==> src/rtl/prz_pkg.sv <==
package prz_pkg;

    // source rows are limited independently of the store size
    localparam int ROW_LIMIT  = 1024;
    localparam int ROW_W      = 10;
    localparam int ROWS_W     = 11;

    localparam int CFG_IDX_W  = 2;
    localparam int CFG_DATA_W = 11;

    localparam int QDEPTH     = 2;
    localparam int QPTR_W     = 1;
    localparam int QCNT_W     = 2;

    typedef enum logic {
        REQ_LOAD  = 1'b0,
        REQ_FETCH = 1'b1
    } req_kind_t;

    typedef enum logic [CFG_IDX_W-1:0] {
        REG_IMAGE_COLS = 2'd0,
        REG_IMAGE_ROWS = 2'd1,
        REG_MAG_FACTOR = 2'd2,
        REG_FLIP_ROWS  = 2'd3
    } reg_index_t;

    typedef struct packed {
        logic       req_type;
        logic [7:0] pixel_value;
    } in_item_t;

    typedef struct packed {
        logic [7:0] out_byte;
        logic       is_padding;
        logic       row_last;
        logic       image_last;
        logic       overflow;
    } out_item_t;

    typedef struct packed {
        logic       is_fetch;
        logic [7:0] pixel;
    } cmd_t;

    typedef struct packed {
        logic                  en;
        logic [CFG_IDX_W-1:0]  index;
        logic [CFG_DATA_W-1:0] data;
    } cfg_wr_t;

endpackage

==> src/rtl/prz_queue.sv <==
module prz_queue (
    input  logic          aclk,
    input  logic          aresetn,
    input  logic          wr_valid,
    output logic          wr_ready,
    input  prz_pkg::cmd_t wr_cmd,
    output logic          rd_valid,
    input  logic          rd_ready,
    output prz_pkg::cmd_t rd_cmd
);

    prz_pkg::cmd_t                entry_reg [prz_pkg::QDEPTH];
    logic [prz_pkg::QPTR_W-1:0]   wptr_reg;
    logic [prz_pkg::QPTR_W-1:0]   rptr_reg;
    logic [prz_pkg::QCNT_W-1:0]   count_reg;
    logic                         push;
    logic                         pop;

    assign wr_ready = (count_reg != prz_pkg::QCNT_W'(prz_pkg::QDEPTH));
    assign rd_valid = (count_reg != '0);
    assign rd_cmd   = entry_reg[rptr_reg];
    assign push     = wr_valid && wr_ready;
    assign pop      = rd_valid && rd_ready;

    always_ff @(posedge aclk) begin
        if (!aresetn) begin
            wptr_reg  <= '0;
            rptr_reg  <= '0;
            count_reg <= '0;
        end else begin
            if (push) begin
                wptr_reg <= wptr_reg + 1'b1;
            end
            if (pop) begin
                rptr_reg <= rptr_reg + 1'b1;
            end
            priority if (push && !pop) begin
                count_reg <= count_reg + 1'b1;
            end else if (pop && !push) begin
                count_reg <= count_reg - 1'b1;
            end
        end
    end

    always_ff @(posedge aclk) begin
        if (push) begin
            entry_reg[wptr_reg] <= wr_cmd;
        end
    end

endmodule

==> config.mk <==
export PLATFORM = sky130hd
export DESIGN_NAME = prz_queue
export DESIGN_NICKNAME = d
export VERILOG_FILES = /design/src/rtl/prz_pkg.sv /design/src/rtl/prz_queue.sv
export SDC_FILE = /design/constraint.sdc
export NUM_CORES = 1
export LEC_CHECK = 0
export ABC_AREA = 1
export BUFFER_PORTS_ARGS = -buffer_cell sky130_fd_sc_hd__buf_4
export CAP_MARGIN = 30
export CORE_MARGIN = 10
export CORE_UTILIZATION = 40
export CTS_CLUSTER_DIAMETER = 200
export DETAILED_ROUTE_END_ITERATION = 8
export PLACE_DENSITY = 0.69
export SLEW_MARGIN = 25
export SYNTH_ARGS = -nofsm -noshare
export SYNTH_HDL_FRONTEND = slang
export SYNTH_SLANG_ARGS = --single-unit
==> constraint.sdc <==
create_clock -name aclk -period 1.88 [get_ports aclk]
set_input_delay 0.188 -clock aclk [delete_from_list [all_inputs] [get_ports aclk]]
set_output_delay 0.188 -clock aclk [all_outputs]
set_load 0.02 [all_outputs]
# After elaboration in Yosys (flattened, before gate mapping)
# Memory sizes are Yosys's and may differ from the RTL's. A register that Yosys moved wholly into a read port is not among the register bits.
# Cells that the tools add are included.
dict set report totals {
  mem_count 1
  elab_cells 23
  reg_bits 4
  romBits 0
  latch_bits 0
  ram_bits 18
}
dict set report classes {
  reduce_logical 8
  eq_ne 1
  muxes 6
  n_mul 0
  magnitude_cmp 0
  add_sub_neg 4
  n_shift 0
  div 0
  bitwise_logic 0
}
# memory words word_bits read_ports rd_clocked_by_memory_dff wr line
set memory_table {}
lappend memory_table {entry_reg 2 9 1 1 1 prz_queue.sv:12} ;# prz_pkg::cmd_t entry_reg [prz_pkg::QDEPTH];
# operator count
set op_table {}
lappend op_table {{1-bit logical AND} 4}
lappend op_table {{1-bit two-way mux} 4}
lappend op_table {{2-bit two-way mux} 2}
lappend op_table {{2-bit nonzero test} 2}
lappend op_table {{1-bit adder (second input constant)} 2}
lappend op_table {{2-bit by 1-bit adder with 2-bit output (second input constant)} 1}
lappend op_table {{1-bit logical NOT} 2}
lappend op_table {{2-bit != test (second input constant)} 1}
lappend op_table {{2-bit by 1-bit subtractor with 2-bit output (second input constant)} 1}

# Logic depth before layout (Yosys ltp)
dict set report depth {
  word_depth 6
  depth_mapped 11
}

# Least setup slack after synthesis
# Ideal clock, no wire load.
dict set report synth_path {
  path_kind {register -> register}
  from {register count_reg[0] in the netlist's numbering}
  to {memory entry_reg[1][0] in the netlist's numbering (enable)}
  synth_period_minus_slack_ns 1.400
  setup_ns 0.374
  path_stages_with_launch 5
  n_path_buf 0
  t_arrival_ns 1.026
  slack_ns 0.480
  path_cell_list {dfxtp_1 > inv_2 > nand2_2 > nand2_4 > nor2_1}
}
dict set report synth_between {
  elab_chain_len 4
}
# item line
set synth_rtl {}
lappend synth_rtl {{start, declared} prz_queue.sv:15} ;# logic [prz_pkg::QCNT_W-1:0] count_reg;
lappend synth_rtl {{start signal, assigned} prz_queue.sv:38} ;# count_reg <= count_reg + 1'b1;
lappend synth_rtl {{start signal, assigned} prz_queue.sv:40} ;# count_reg <= count_reg - 1'b1;
lappend synth_rtl {{2-bit != test} prz_queue.sv:19} ;# assign wr_ready = (count_reg != prz_pkg::QCNT_W'(prz_pkg::QDEPTH));
lappend synth_rtl {{named net wr_ready} prz_queue.sv:5} ;# output logic wr_ready,
lappend synth_rtl {{1-bit logical AND} prz_queue.sv:22} ;# assign push = wr_valid && wr_ready;
lappend synth_rtl {{1-bit two-way mux} prz_queue.sv:46} ;# if (push) begin
lappend synth_rtl {{1-bit two-way mux (implied by the code)} prz_queue.sv:47} ;# entry_reg[wptr_reg] <= wr_cmd;
lappend synth_rtl {{end, declared} prz_queue.sv:12}
# The timed path passes the listed nets, and every way through them passes these cells.

==> impl_metrics.ini <==
[detailed_routing]
drc = 0
drtAntennaViolNets = 0
wire_per_inst_um = 13.4
dr.first_iter.drc_count = 17
via_per_inst = 4.68
drt_wl_total_mm = 1.62
vias = 566
dr.pass1.iters = 2

[cts]
insertion_delay_ps = 300
cts_root_buf = clkbuf_4
cts_resized = 0
ctsHoldBuffers = 0
numCtsBuffers = 3
cts_setup_buffers = 0
clk_pin_slew_ps = 110
cts_tree = yes
clockBufferDepth = 2
cts.sinks = 23
htreeDepth = 1

[timing]
rsz0062_at_grt = no
period_needed_ps = 1630
finalHoldViolations = 0
fin_skew_ps = 2.31
finalCritPeriodShare_pct = 86.7
fin_ws_ps = 250
tns_ps = 0
setup_viol = 0
max_slew_margin_pct = 73.0
drv_slew = 0
fmax_mhz = 614
worstMarginPinSlew_ps = 405

[global_routing]
grt_max_degree = 13
grt_use_total_pct = 7.51
grt_pass1_vias = 585
grt-ovfl-total = 0
grt_antenna_before_repair = 0
grt_pass1_wl_mm = 2.56

[floorplanning]
dieWidth_um = 67.6
core_sq_um = 2190
fp.dieH_um = 67.6
fp.dieArea_sq_um = 4560
ioPinCount = 24
start_util_pct = 41.3
rows = 17

[synthesis]
post-synth-top-count-cell = edfxtp_1
synth.distinct_cells = 17
ys.warnings.count = 0
synthTopCellsByArea = edfxtp_1 60%, mux2_2 11%, dfxtp_1 11%
async_flop_share_pct = 0
synth_commonest_cells = 18 x edfxtp_1, 9 x mux2_2, 8 x nor2_1
synthesis.area_sq_um = 905
synth_nets = 79
synth-seq-cells = 23
yosysSeqAreaShare_pct = 70.8
synth-edff-count = 18
synth.top_cell.area_share_pct = 59.8
synth_flop_cell = edfxtp_1
yosys.area.top_type = edfxtp_1
syn-instance-count = 65
synth_area_per_cell_sq_um = 13.9

[worst_setup_path]
critPathArrivalTime_ps = 1440
required_ps = 1690
critPathKind = reg -> out
cp_max_fo = 9
r2r-start = count_reg[0]
end_kind = output port
cp-start-kind = flip-flop

[power_and_ir_drop]
p_per_area_nw_per_um2 = 1280
p_leak_nw = 0.466
ir_worst_vdd_uv = 702
power_w = 0.00146

[final_layout]
nNetsFinal = 108
post-route-util_pct = 52.1
areaGrowthSynthToFinish_pct = 26.3
antennaDiodeCount = 0
layout-drive-gt1-share_pct = 44.1
largest_reg_flops = 18

[place]
numPortBuffers = 23
preCtsSetupSlack_ps = 522
gp_congestion = 0.704
hpwl_mm = 1.30

[flow_run]
cap_violations = 0

[hold_path]
hold_path.class = in -> reg
worstHoldStart = wr_cmd[4]

[outcome]
status = complete, no violations
[placed cells by master, fill, tap and decap left out]
cell | synthesis | layout
nand2_2 | 1 | 1
nand4_1 | 1 | 1
inv_2 | 1 | 1
nand2_4 | 1 | 1
buf_4 | 0 | 25
nor2_1 | 8 | 8
o21ai_0 | 2 | 2
clkbuf_1 | 0 | 1
dfxtp_1 | 5 | 5
clkinv_2 | 1 | 1
a21oi_1 | 1 | 1
o21a_1 | 1 | 1
clkbuf_4 | 0 | 3
nand2_1 | 7 | 7
edfxtp_1 | 18 | 18
inv_1 | 6 | 6
nand3_1 | 1 | 1
ha_1 | 1 | 1
mux2_2 | 9 | 9
[power by group]
part | leakage (nW) | switching [W] | total, W | internal (W)
clock | 0.0150 | 0.000132 | 0.000215 | 0.0000828
combinational | 0.242 | 0.000298 | 0.000542 | 0.000244
sequential | 0.209 | 0.0000566 | 0.000705 | 0.000648
[final cells by class]
class	instances	area (sq um)
well taps	28	35.0
multi-input cells	33	221
flip-flops and latches	23	641
fillers	193	1050
clock buffers	4	26.3
repair buffers	25	188
inverters	8	31.3
[logic make-up after synthesis]
group                      count (synthesis)  synth area share (%)
buffers and inverters                      9                  4.70
DFF                                       23                  70.8
muxes                                      9                  11.2
and+or+nand+nor                           19                  9.41
adders and majority gates                  1                  1.38
AOI/OAI and AO/OA                          4                  2.49
[worst max-delay path, cell delays in order (launching register included)]
cell,delay (ps)
dfxtp_1,580
mux2_2,390
buf_4,160
[metrics by stage]
| stage | instances | instance area, sq um | hold slack (ps) |
|---|---|---|---|
| floorplan | 65 | 905 | 287 |
| global placement | 117 | 1120 | 374 |
| detailed placement | 117 | 1120 | 376 |
| CTS | 121 | 1140 | 54.1 |
| global route | 121 | 1140 | 42.9 |
| finish | 121 | 1140 | 60.9 |
[routing by layer]
metal,wire length (um),vias to the layer above,global-route usage (%)
met4,33,0,4.62
li1,-,279,-
met2,842,17,13.1
met1,565,266,7.04
met5,0,-,0
met3,180,4,3.31
[path summary, 6_finish.rpt]
check,slack (ps),endpoint,depth (start not counted)
worst max-delay path,250,rd_cmd[8],2
worst min-delay path,60,entry_reg[0][4],1
worst max register to register,500,count_reg[1],10
worst min register to register,520,rptr_reg,2
(Power assumes the default switching activity.)
