<file path="config.mk">
export PLATFORM = sky130hd
export DESIGN_NAME = prz_front
export DESIGN_NICKNAME = d
export VERILOG_FILES = /design/src/rtl/prz_pkg.sv /design/src/rtl/prz_front.sv
export SDC_FILE = /design/constraint.sdc
export NUM_CORES = 1
export LEC_CHECK = 0
export ABC_AREA = 1
export BUFFER_PORTS_ARGS = -buffer_cell sky130_fd_sc_hd__buf_2
export CORE_AREA = 8 8 45 47
export DETAILED_ROUTE_END_ITERATION = 6
export DIE_AREA = 0 0 53 55
export PLACE_DENSITY = 0.63
export SYNTH_ARGS = -nofsm -noshare
export SYNTH_HDL_FRONTEND = slang
export SYNTH_SLANG_ARGS = --single-unit
</file>
<file path="constraint.sdc">
create_clock -name aclk -period 1.5 [get_ports aclk]
set_clock_uncertainty 0.05 [all_clocks]
set_input_delay 0.075 -clock aclk [delete_from_list [all_inputs] [get_ports aclk]]
set_output_delay 0.075 -clock aclk [all_outputs]
set_load 0.05 [all_outputs]
</file>
<file path="src/rtl/prz_pkg.sv">
package prz_pkg;

    // source rows are limited independently of the store size
    localparam int ROW_LIMIT  = 1024;
    localparam int ROW_W      = 10;
    localparam int ROWS_W     = 11;

    localparam int CFG_IDX_W  = 2;
    localparam int CFG_DATA_W = 11;

    localparam int QDEPTH     = 2;
    localparam int QPTR_W     = 1;
    localparam int QCNT_W     = 2;

    typedef enum logic {
        REQ_LOAD  = 1'b0,
        REQ_FETCH = 1'b1
    } req_kind_t;

    typedef enum logic [CFG_IDX_W-1:0] {
        REG_IMAGE_COLS = 2'd0,
        REG_IMAGE_ROWS = 2'd1,
        REG_MAG_FACTOR = 2'd2,
        REG_FLIP_ROWS  = 2'd3
    } reg_index_t;

    typedef struct packed {
        logic       req_type;
        logic [7:0] pixel_value;
    } in_item_t;

    typedef struct packed {
        logic [7:0] out_byte;
        logic       is_padding;
        logic       row_last;
        logic       image_last;
        logic       overflow;
    } out_item_t;

    typedef struct packed {
        logic       is_fetch;
        logic [7:0] pixel;
    } cmd_t;

    typedef struct packed {
        logic                  en;
        logic [CFG_IDX_W-1:0]  index;
        logic [CFG_DATA_W-1:0] data;
    } cfg_wr_t;

endpackage

</file>
<file path="src/rtl/prz_front.sv">
module prz_front (
    input  logic               aclk,
    input  logic               aresetn,
    input  logic               s_valid,
    output logic               s_ready,
    input  prz_pkg::in_item_t  s_data,
    output logic               f_valid,
    input  logic               f_ready,
    output prz_pkg::cmd_t      f_cmd
);

    logic          hold_valid_reg;
    prz_pkg::cmd_t cmd_reg;
    prz_pkg::cmd_t cmd_next;

    assign s_ready = !hold_valid_reg || f_ready;
    assign f_valid = hold_valid_reg;
    assign f_cmd   = cmd_reg;

    always_comb begin
        cmd_next.is_fetch = (s_data.req_type == prz_pkg::REQ_FETCH);
        cmd_next.pixel    = s_data.pixel_value;
    end

    always_ff @(posedge aclk) begin
        if (!aresetn) begin
            hold_valid_reg <= 1'b0;
        end else if (s_valid && s_ready) begin
            hold_valid_reg <= 1'b1;
        end else if (f_ready) begin
            hold_valid_reg <= 1'b0;
        end
    end

    always_ff @(posedge aclk) begin
        if (s_valid && s_ready) begin
            cmd_reg <= cmd_next;
        end
    end

endmodule

</file>
# Word-level counts from Yosys, hierarchy flattened
# Index checks and enable logic that the tools add are counted.
[classes] mux=2 reduce_logical=4
[ops] cell="1-bit 2-to-1 mux" n=2
[ops] cell="2-bit nonzero test" n=1
[ops] cell="1-bit logical AND" n=1
[ops] cell="1-bit logical NOT" n=1
[ops] cell="1-bit logical OR" n=1
[totals] reg_bits=10 wordCells=9 inputBits=13

# Longest topological paths before layout
# Gate-level depths: netlist of the first run.
[depth] depth_word=4 depth_mapped=3 ltp_nobuf=3

# Worst setup path before layout of the first run
# No wires, ideal clock.
[synth_path] path_kind="reg-to-reg" from="reg hold_valid_reg (netlist: f_valid)" to="reg cmd_reg, in the netlist f_cmd[0], enable pin" slack_ps=2 setup_time_ps=378 t_arrival_ps=1071 path_stages_with_launch=2 path_buffers=0 required_ps=1072 path_cell_list="dfxtp_1 a21oi_1"
[synth_between] elab_chain_len=3
[synth_lines] item="from (decl)" line="prz_front.sv:12" text="logic hold_valid_reg;"
[synth_lines] item="from (signal assigned)" line="prz_front.sv:27" text="hold_valid_reg <= 1'b0;"
[synth_lines] item="from (signal assigned)" line="prz_front.sv:29" text="hold_valid_reg <= 1'b1;"
[synth_lines] item="from (signal assigned)" line="prz_front.sv:31" text="hold_valid_reg <= 1'b0;"
[synth_lines] item="1-bit logical NOT" line="prz_front.sv:16" text="assign s_ready = !hold_valid_reg || f_ready;"
[synth_lines] item="1-bit logical OR" line="prz_front.sv:16"
[synth_lines] item="1-bit logical AND" line="prz_front.sv:36" text="if (s_valid && s_ready) begin"
[synth_lines] item="to (signal assigned)" line="prz_front.sv:37" text="cmd_reg <= cmd_next;"
[synth_lines] item="to (decl)" line="prz_front.sv:13" text="prz_pkg::cmd_t cmd_reg;"
# No other way between the ends.
# A chain may end at the register's enable or synchronous reset.

# Final worst setup path of the first run
[layout_path] from="reg hold_valid_reg (netlist: f_valid)" to="out s_ready"
[layout_between] elab_chain_len=2
[layout_lines] item="1-bit logical NOT" line="prz_front.sv:16"
[layout_lines] item="1-bit logical OR" line="prz_front.sv:16"
[layout_lines] item="to (decl)" line="prz_front.sv:5" text="output logic s_ready,"
# No other way between the ends.

==> run_results.csv, run 1 <==
group,metric,value,unit
placement,gp_congestion,0.679,
worst_hold_path,worst_hold_path_type,"in -> reg",
placement,numPlacedInstances,56,
clock_network,cts.sinks,10,
cells_and_area,diodes,0,
clock_network,clock_latency,0.25,ns
grt,grt-ovfl-total,0,
detailed_routing,post_drt_wl_per_cell,11.8,µm
timing,drv_slew,0,
synthesis,ys_seq_elements,10,
floorplanning,die_h,55,µm
clock_network,post_cts_buffers,0,
setup_path,reg2reg_depth,2,
pwr,pwr-share-clk,0.290,
synthesis,synth_xor_area_frac,0,
synthesis,synth_fp_nets,29,
setup_path,cp.depth,2,
floorplanning,initial_core_util,0.232,
setup_path,crit_path_max_fanout,3,
cells_and_area,drive_gt1_frac,0.556,
timing,setup_viol_count_final,0,
run_status,status,"completed",
pwr,p_comb_frac,0.198,
synthesis,syn_avg_cell_area,20.1,µm²
cells_and_area,stdcell_count,70,
timing,finalSetupTns,0,ns
synthesis,synth_top_family_by_area,"compound AO/OA/AOI/OAI gates",
setup_path,path_class,"reg -> out",
clock_network,h-tree-depth,1,
grt,grt_usage,0.0617,
synthesis,synth_cell_types,7,
synthesis,synth-simple-area-share,0.0195,
cells_and_area,final_common_cell,"buf_2",
cells_and_area,syn_to_final_growth,83.7,%
floorplanning,coreArea,0.00138,mm²
pwr,p_sw,0.170,mW
flow_run,max_cap_violations,0,
pwr,p_int,0.468,mW
synthesis,synth_area,322,µm²
detailed_routing,drc_errors,0,
timing,finalCritPeriodShare,0.692,
synthesis,ys_warn_count,0,
cells_and_area,final_area,591,µm²
clock_network,clk_pin_slew,0.06,ns
setup_path,path_cells,"nand2_2 -> buf_2",
detailed_routing,vias,254,
timing,slew_headroom,0.827,
synthesis,synthMuxAreaShare,0,
grt,antenna_found_initial,0,
detailed_routing,drtIter0Drc,1,
placement,placedInstanceArea,464,µm²
floorplanning,ios,24,
pwr,power_leakage,0.267,nW
synthesis,synthAdderAreaFrac,0,
cells_and_area,fin_nets,68,
cells_and_area,final_cell_mix,"23 x buf_2, 10 x dlygate4sd3_1, 9 x edfxtp_1",
pwr,switching_share,0.267,
timing,hold_viol_final,0,
setup_path,worstSetupStartpointType,"register",
floorplanning,fp.dieArea,0.00292,mm²
clock_network,cts_tree,"built",
floorplanning,die_w,53,µm
timing,min_period,1.04,ns
grt,grt_max_degree,10,
pwr,ir_drop,0.423,mV
clock_network,cts_made_buffers,3,
setup_path,crit_path_end_kind,"output pin",
timing,fmax,963,MHz
cells_and_area,fill_cells,134,
clock_network,cts_root_buffer,"clkbuf_4",
setup_path,crit_family,"flip-flops",
cells_and_area,multi_input_area,20.0,µm²
setup_path,crit_slowest_cell,"dfxtp_1",
detailed_routing,viasPerCell,3.63,
synthesis,synth-compound-area-share,0.0428,
pwr,p_seq_frac,0.512,
worst_hold_path,min_path_cells,4,
grt,grt_pass1_wl,1270,µm
cells_and_area,finish.utilization,0.427,
setup_path,cp.required,1.37,ns
setup_path,worstPathArrival,0.91,ns
detailed_routing,wl,825,µm
clock_network,cts_buffer_depth,2,
cells_and_area,regArea,290,µm²
clock_network,ctsHoldBuffers,10,
setup_path,cp.buffers_inverters,1,
setup_path,slowest_delay,0.32,ns
pwr,power.density,1080,mW/mm²
floorplanning,rows,14,
clock_network,post_cts_resize_count,0,
grt,grt_pass1_vias,294,
timing,grt_setup_unrepaired,"false",
synthesis,yosysSeqAreaShare,0.903,
timing,worst_pin_slew,0.261,ns
setup_path,r2r_slack,0.50,ns
detailed_routing,drt_first_pass_iters,2,
synthesis,synth_cells,16,
detailed_routing,antenna_left,0,
placement,io_buffers,23,
-- layout make-up --
cell class | instances | area share
Clock buffer | 4 | 0.0445
Sequential cell | 10 | 0.492
Inverter | 3 | 0.0191
Timing Repair Buffer | 34 | 0.377
Multi-Input combinational cell | 3 | 0.0339
Tap cell | 16 | 0.0339
-- routing by layer --
metal	routed length, µm	GRT usage
met5	0	0
met1	363	0.0607
met3	168	0.0508
met2	292	0.0820
met4	0	0.0517
-- registers in the layout (all words and copies together), names as in the netlist --
signal   cells
f_cmd        9
f_valid      1
-- cells in the mapped netlist --
library cell	count	area [µm²]
dfxtp_1	1	20.0
nand2_2	1	6.26
inv_2	1	3.75
a21oi_2	1	8.76
edfxtp_1	9	270
inv_1	2	7.51
a21oi_1	1	5.00
-- cell families (layout without fill, tap and decap cells) --
logic type / after synthesis / in the layout
AOI/OAI and AO/OA: 2 / 2
DFF: 10 / 10
and+or+nand+nor: 1 / 1
buffers and inverters: 3 / 41
-- worst min-delay path, stage by stage --
cell and delay, ns:
buf_2 0.08, inv_2 0.03, nand2_2 0.06, a21oi_2 0.04
-- through the flow --
step / total power [mW] / hold slack, ns / setup slack (ns)
after detailed placement: 0.441 / 0.203 / 0.508
final: 0.639 / 0.0367 / 0.462
after global placement: 0.440 / 0.204 / 0.522
after CTS: 0.651 / 0.0231 / 0.439
after global routing: 0.672 / 0.0276 / 0.407
after floorplan: 0.405 / 0.124 / 0.00157
-- path summary, 6_finish.rpt --
path	start	to
setup / recovery	f_valid	s_ready
hold / removal	f_ready	f_valid
setup reg to reg	f_valid	f_cmd[5]
hold reg to reg	f_valid	f_valid
-- power by group through the flow --
stage	combinational (mW)	sequential, mW	clock, mW
6_report	0.127	0.327	0.185
5_1_grt	0.133	0.328	0.210
4_1_cts	0.128	0.327	0.196
3_5_place_dp	0.108	0.333	0
3_3_place_gp	0.108	0.333	0
2_1_floorplan	0.0147	0.390	0
Power figures use the tool's default switching activity.
==> run 2, diff against run 1 <==
==> constraint.sdc (replaced) <==
create_clock -name aclk -period 1 [get_ports aclk]
set_clock_uncertainty 0.05 [all_clocks]
set_input_delay 0.05 -clock aclk [delete_from_list [all_inputs] [get_ports aclk]]
set_output_delay 0.05 -clock aclk [all_outputs]
set_load 0.05 [all_outputs]
==> run 2 against run 1 <==
Cell count stayed put; sequential cell count stayed put; critical path depth stayed put; global-route usage is 0.23 points higher; critical path type is now reg -> reg.
==> run_results.csv, run 2 (same netlist as run 1, synthesis figures left out) <==
group,metric,value,unit
setup_path,worstPathArrival,0.91,ns
timing,final.setup.worst_slack,0.0139,ns
timing,grt_setup_unrepaired,"true",
placement,gp_congestion,0.652,
detailed_routing,drt_first_pass_iters,2,
floorplanning,ios,24,
detailed_routing,met3WireLength,190,µm
grt,grt_usage,0.0640,
grt,grt-ovfl-total,0,
detailed_routing,post_drt_wl_per_cell,11.4,µm
clock_network,clk_pin_slew,0.06,ns
detailed_routing,antenna_left,0,
grt,grt_pass1_wl,1280,µm
detailed_routing,met2_length,256,µm
floorplanning,initial_core_util,0.232,
cells_and_area,fin_nets,68,
clock_network,cts_made_buffers,3,
floorplanning,coreArea,0.00138,mm²
timing,min_period,0.986,ns
floorplanning,fp.dieArea,0.00292,mm²
placement,io_buffers,23,
timing,worst_pin_slew,0.262,ns
floorplanning,die_h,55,µm
placement,numPlacedInstances,55,
setup_path,crit_path_end_kind,"register",
cells_and_area,finish.utilization,0.459,
timing,slew_headroom,0.826,
clock_network,h-tree-depth,1,
clock_network,cts_buffer_depth,2,
pwr,ir_drop,0.529,mV
grt,grt_pass1_vias,288,
cells_and_area,final_cell_mix,"19 x buf_2, 10 x dlygate4sd3_1, 9 x edfxtp_1",
detailed_routing,drc_errors,0,
grt,antenna_found_initial,0,
run_status,status,"completed",
pwr,power_leakage,0.280,nW
detailed_routing,top_layer,"met3",
timing,setup_viol_count_final,0,
clock_network,cts.sinks,10,
setup_path,r2r_slack,0.01,ns
timing,fmax,1010,MHz
setup_path,reg2reg_depth,2,
timing,drv_slew,0,
cells_and_area,drive_gt1_frac,0.593,
setup_path,worstReg2RegEnd,"f_cmd[3]",
cells_and_area,stdcell_count,70,
clock_network,clock_latency,0.25,ns
cells_and_area,largest_reg_flops,9,
detailed_routing,viasPerCell,3.71,
grt,grt_max_degree,10,
detailed_routing,vias,260,
clock_network,cts_root_buffer,"clkbuf_4",
setup_path,path_class,"reg -> reg",
timing,finalCritPeriodShare,0.986,
detailed_routing,drtIter0Drc,9,
floorplanning,die_w,53,µm
cells_and_area,syn_to_final_growth,97.7,%
detailed_routing,wl,800,µm
setup_path,crit_path_max_fanout,9,
setup_path,cp.required,0.92,ns
cells_and_area,diodes,0,
placement,pre_cts_slack,-0.0123,ns
timing,hold_viol_final,0,
setup_path,worstSetupStartpointType,"register",
pwr,power.density,1540,mW/mm²
clock_network,cts_tree,"built",
worst_hold_path,worst_hold_path_type,"in -> reg",
setup_path,startpoint,"f_valid",
detailed_routing,met1_length,353,µm
flow_run,max_cap_violations,0,
setup_path,reg2reg_from,"f_valid",
floorplanning,rows,14,
setup_path,endpoint,"f_cmd[3]",
cells_and_area,final_common_cell,"buf_2",
-- run 2: changes by cell type in the layout (fill, tap and decap cells not counted), sizes merged --
cell,previous run,this run
buf,24,23
clkbuf,4,5
-- run 2: through the flow --
stage	cell area [µm²]	TNS, ns	hold WS (ns)	power [mW]
after detailed placement	472	-0.110	0.179	0.662
after global routing	636	-0.0696	0.0302	1.04
after CTS	621	0	0.00624	0.991
after floorplan	337	-0.213	0.0989	0.612
after global placement	472	0	0.181	0.661
final	636	0	0.0418	0.979
-- run 2: metal layers --
| layer | global-route usage | vias up |
|---|---|---|
| met5 | 0 | - |
| met4 | 0.0517 | 0 |
| met3 | 0.0508 | 0 |
| met2 | 0.0645 | 24 |
| met1 | 0.0811 | 104 |
| li1 | - | 132 |
-- run 2: how the worst min path moves through the flow --
stage	startpoint	end	cells after the start	slack, ns
after global routing	s_valid	f_valid	3	0.03
after global placement	s_data[7]	f_cmd[7]	1	0.18
after detailed placement	s_data[6]	f_cmd[6]	1	0.18
after floorplan	s_data[0]	f_cmd[0]	0	0.1
after CTS	f_ready	f_valid	4	0.006
final	f_ready	f_valid	4	0.04
-- run 2: what timing repair did --
action	4_1_cts	5_1_grt
setup buffers	1	0
resized for setup	1	7
hold buffers	10	0
endpoints found under the hold margin	10	0
pin swaps	1	0
endpoints found under the setup margin	10	13
-- run 2: layout make-up --
class                   count  area, µm²
fillers                   126        748
flip-flops and latches     10        294
repair buffers             34        253
multi-input cells           3       31.3
clock buffers               4       26.3
well taps                  16       20.0
inverters                   3       11.3
-- run 2: worst max-delay path, cell delays in order, from the launching register on --
cell and delay (ns):
dfxtp_4 0.36, a21oi_4 0.16, buf_12 0.14
-- run 2: where the power goes --
part	switching (mW)	leakage [nW]	internal, mW
clock network	0.123	0.0150	0.153
logic	0.129	0.169	0.0817
registers	0.00873	0.0960	0.483
==> run 3, diff against run 2 <==
==> constraint.sdc (replaced) <==
create_clock -name aclk -period 1 [get_ports aclk]
set_clock_uncertainty 0.05 [all_clocks]
set_input_delay 0.05 -clock aclk [delete_from_list [all_inputs] [get_ports aclk]]
set_output_delay 0.05 -clock aclk [all_outputs]
set_load 0.005 [all_outputs]
==> run 3 against run 2 <==
Critical path depth stayed put; first-iteration DRC count is 67% lower; sequential share of layout area grew 1.5 points; register-to-register slack better by 0.04 ns; clock power is 5% higher; setup slack improved by 0.043 ns; sequential power is essentially flat; sequential cell count is the same; core utilization down 1.8 points; worst hold slack worse by 0.022 ns; critical endpoint unchanged; largest cell class unchanged.
==> run_results.csv, run 3 (same netlist as run 1, synthesis figures left out) <==
group,metric,value,unit
detailed_routing,drt_first_pass_iters,2,
placement,pre_cts_slack,-0.0227,ns
detailed_routing,drtIter0Drc,3,
worst_hold_path,worst_hold_path_type,"in -> reg",
cells_and_area,syn_to_final_growth,89.9,%
setup_path,crit_path_max_fanout,5,
cells_and_area,final_area,611,µm²
timing,fin_hold_ws,0.0197,ns
grt,grt_pass1_vias,281,
pwr,ir_drop,0.522,mV
setup_path,cp.buffers_inverters,1,
setup_path,path_cells,"a21oi_4 -> buf_4",
timing,final.setup.worst_slack,0.0572,ns
clock_network,cts.sinks,10,
timing,drv_slew,0,
setup_path,crit_family,"flip-flops",
timing,setup_viol_count_final,0,
clock_network,clk_pin_slew,0.07,ns
setup_path,crit_path_end_kind,"register",
floorplanning,die_w,53,µm
grt,grt_pass1_wl,1390,µm
detailed_routing,antenna_left,0,
setup_path,slowest_delay,0.34,ns
floorplanning,rows,14,
grt,grt_usage,0.0728,
grt,grt-ovfl-total,0,
setup_path,worstPathArrival,0.87,ns
detailed_routing,viasPerCell,3.72,
floorplanning,ios,24,
clock_network,cts_made_buffers,3,
cells_and_area,final_cell_mix,"23 x buf_2, 10 x dlygate4sd3_1, 9 x edfxtp_1",
setup_path,crit_slowest_cell,"dfxtp_2",
timing,min_period,0.943,ns
floorplanning,coreArea,0.00138,mm²
cells_and_area,finish.utilization,0.441,
clock_network,clock_latency,0.26,ns
setup_path,worstSetupStartpointType,"register",
clock_network,h-tree-depth,1,
timing,grt_setup_unrepaired,"false",
cells_and_area,largest_reg_flops,9,
timing,hold_viol_final,0,
run_status,status,"completed",
timing,fmax,1060,MHz
placement,placedInstanceArea,475,µm²
cells_and_area,diodes,0,
placement,dpl.hpwl,719,µm
pwr,power.density,1470,mW/mm²
cells_and_area,stdcell_count,71,
timing,worst_pin_slew,0.138,ns
setup_path,r2r_slack,0.06,ns
clock_network,cts_root_buffer,"clkbuf_4",
cells_and_area,drive_gt1_frac,0.600,
flow_run,max_cap_violations,0,
setup_path,cp.required,0.93,ns
grt,grt_max_degree,7,
floorplanning,initial_core_util,0.232,
timing,finalCritPeriodShare,0.943,
setup_path,path_class,"reg -> reg",
cells_and_area,fin_nets,69,
detailed_routing,vias,264,
detailed_routing,wl,946,µm
placement,numPlacedInstances,56,
detailed_routing,post_drt_wl_per_cell,13.3,µm
placement,io_buffers,23,
timing,slew_headroom,0.908,
detailed_routing,drc_errors,0,
cells_and_area,final_common_cell,"buf_2",
clock_network,cts_tree,"built",
floorplanning,fp.dieArea,0.00292,mm²
grt,antenna_found_initial,0,
clock_network,cts_buffer_depth,2,
timing,finalSetupTns,0,ns
placement,gp_congestion,0.648,
pwr,p_total,0.895,mW
floorplanning,die_h,55,µm
pwr,power_leakage,0.274,nW
==> run 3: cell count changes in the layout (fill, tap and decap cells not counted), sizes merged <==
| cell | before | now |
|---|---|---|
| buf | 23 | 25 |
| clkbuf | 5 | 4 |
==> run 3: report_power, final <==
part / internal [mW] / switching, mW / total, mW
Combinational: 0.0696 / 0.0426 / 0.112
Sequential: 0.485 / 0.00979 / 0.494
Clock: 0.154 / 0.135 / 0.289
==> run 3: what timing repair did <==
item,in CTS,in global routing
pin swaps,2,0
endpoints found under the setup margin,10,1
hold buffers,10,0
buffers inserted,2,0
hold endpoints to repair,10,0
gates resized for setup,2,0
gates cloned,0,0
==> run 3: worst min-delay path: cells and delay by family <==
| kind | cells | cell delay [ns] |
|---|---|---|
| AOI/OAI and AO/OA | 1 | 0.04 |
| buffers and inverters | 2 | 0.13 |
| and+or+nand+nor | 1 | 0.07 |
==> run 3: final timing paths <==
kind / from / end / cells after the start
min: f_ready / f_valid / 4
min reg2reg: f_valid / f_valid / 2
max: f_valid / f_cmd[3] / 2
max reg2reg: f_valid / f_cmd[3] / 2
==> run 3: layout make-up <==
class / instances / area [µm²]
fillers: 128 / 773
flip-flops and latches: 10 / 292
repair buffers: 35 / 230
multi-input cells: 3 / 31.3
clock buffers: 4 / 26.3
well taps: 16 / 20.0
inverters: 3 / 11.3
==> run 3: per-layer routing <==
metal / routed length [µm] / up-vias / global-route usage / part of all wire
met3: 209 / 0 / 0.0561 / 0.22
met2: 327 / 24 / 0.0859 / 0.35
met1: 409 / 106 / 0.0766 / 0.43
met5: 0 / - / 0 / 0
li1: - / 134 / - / -
met4: 0 / 0 / 0.0776 / 0
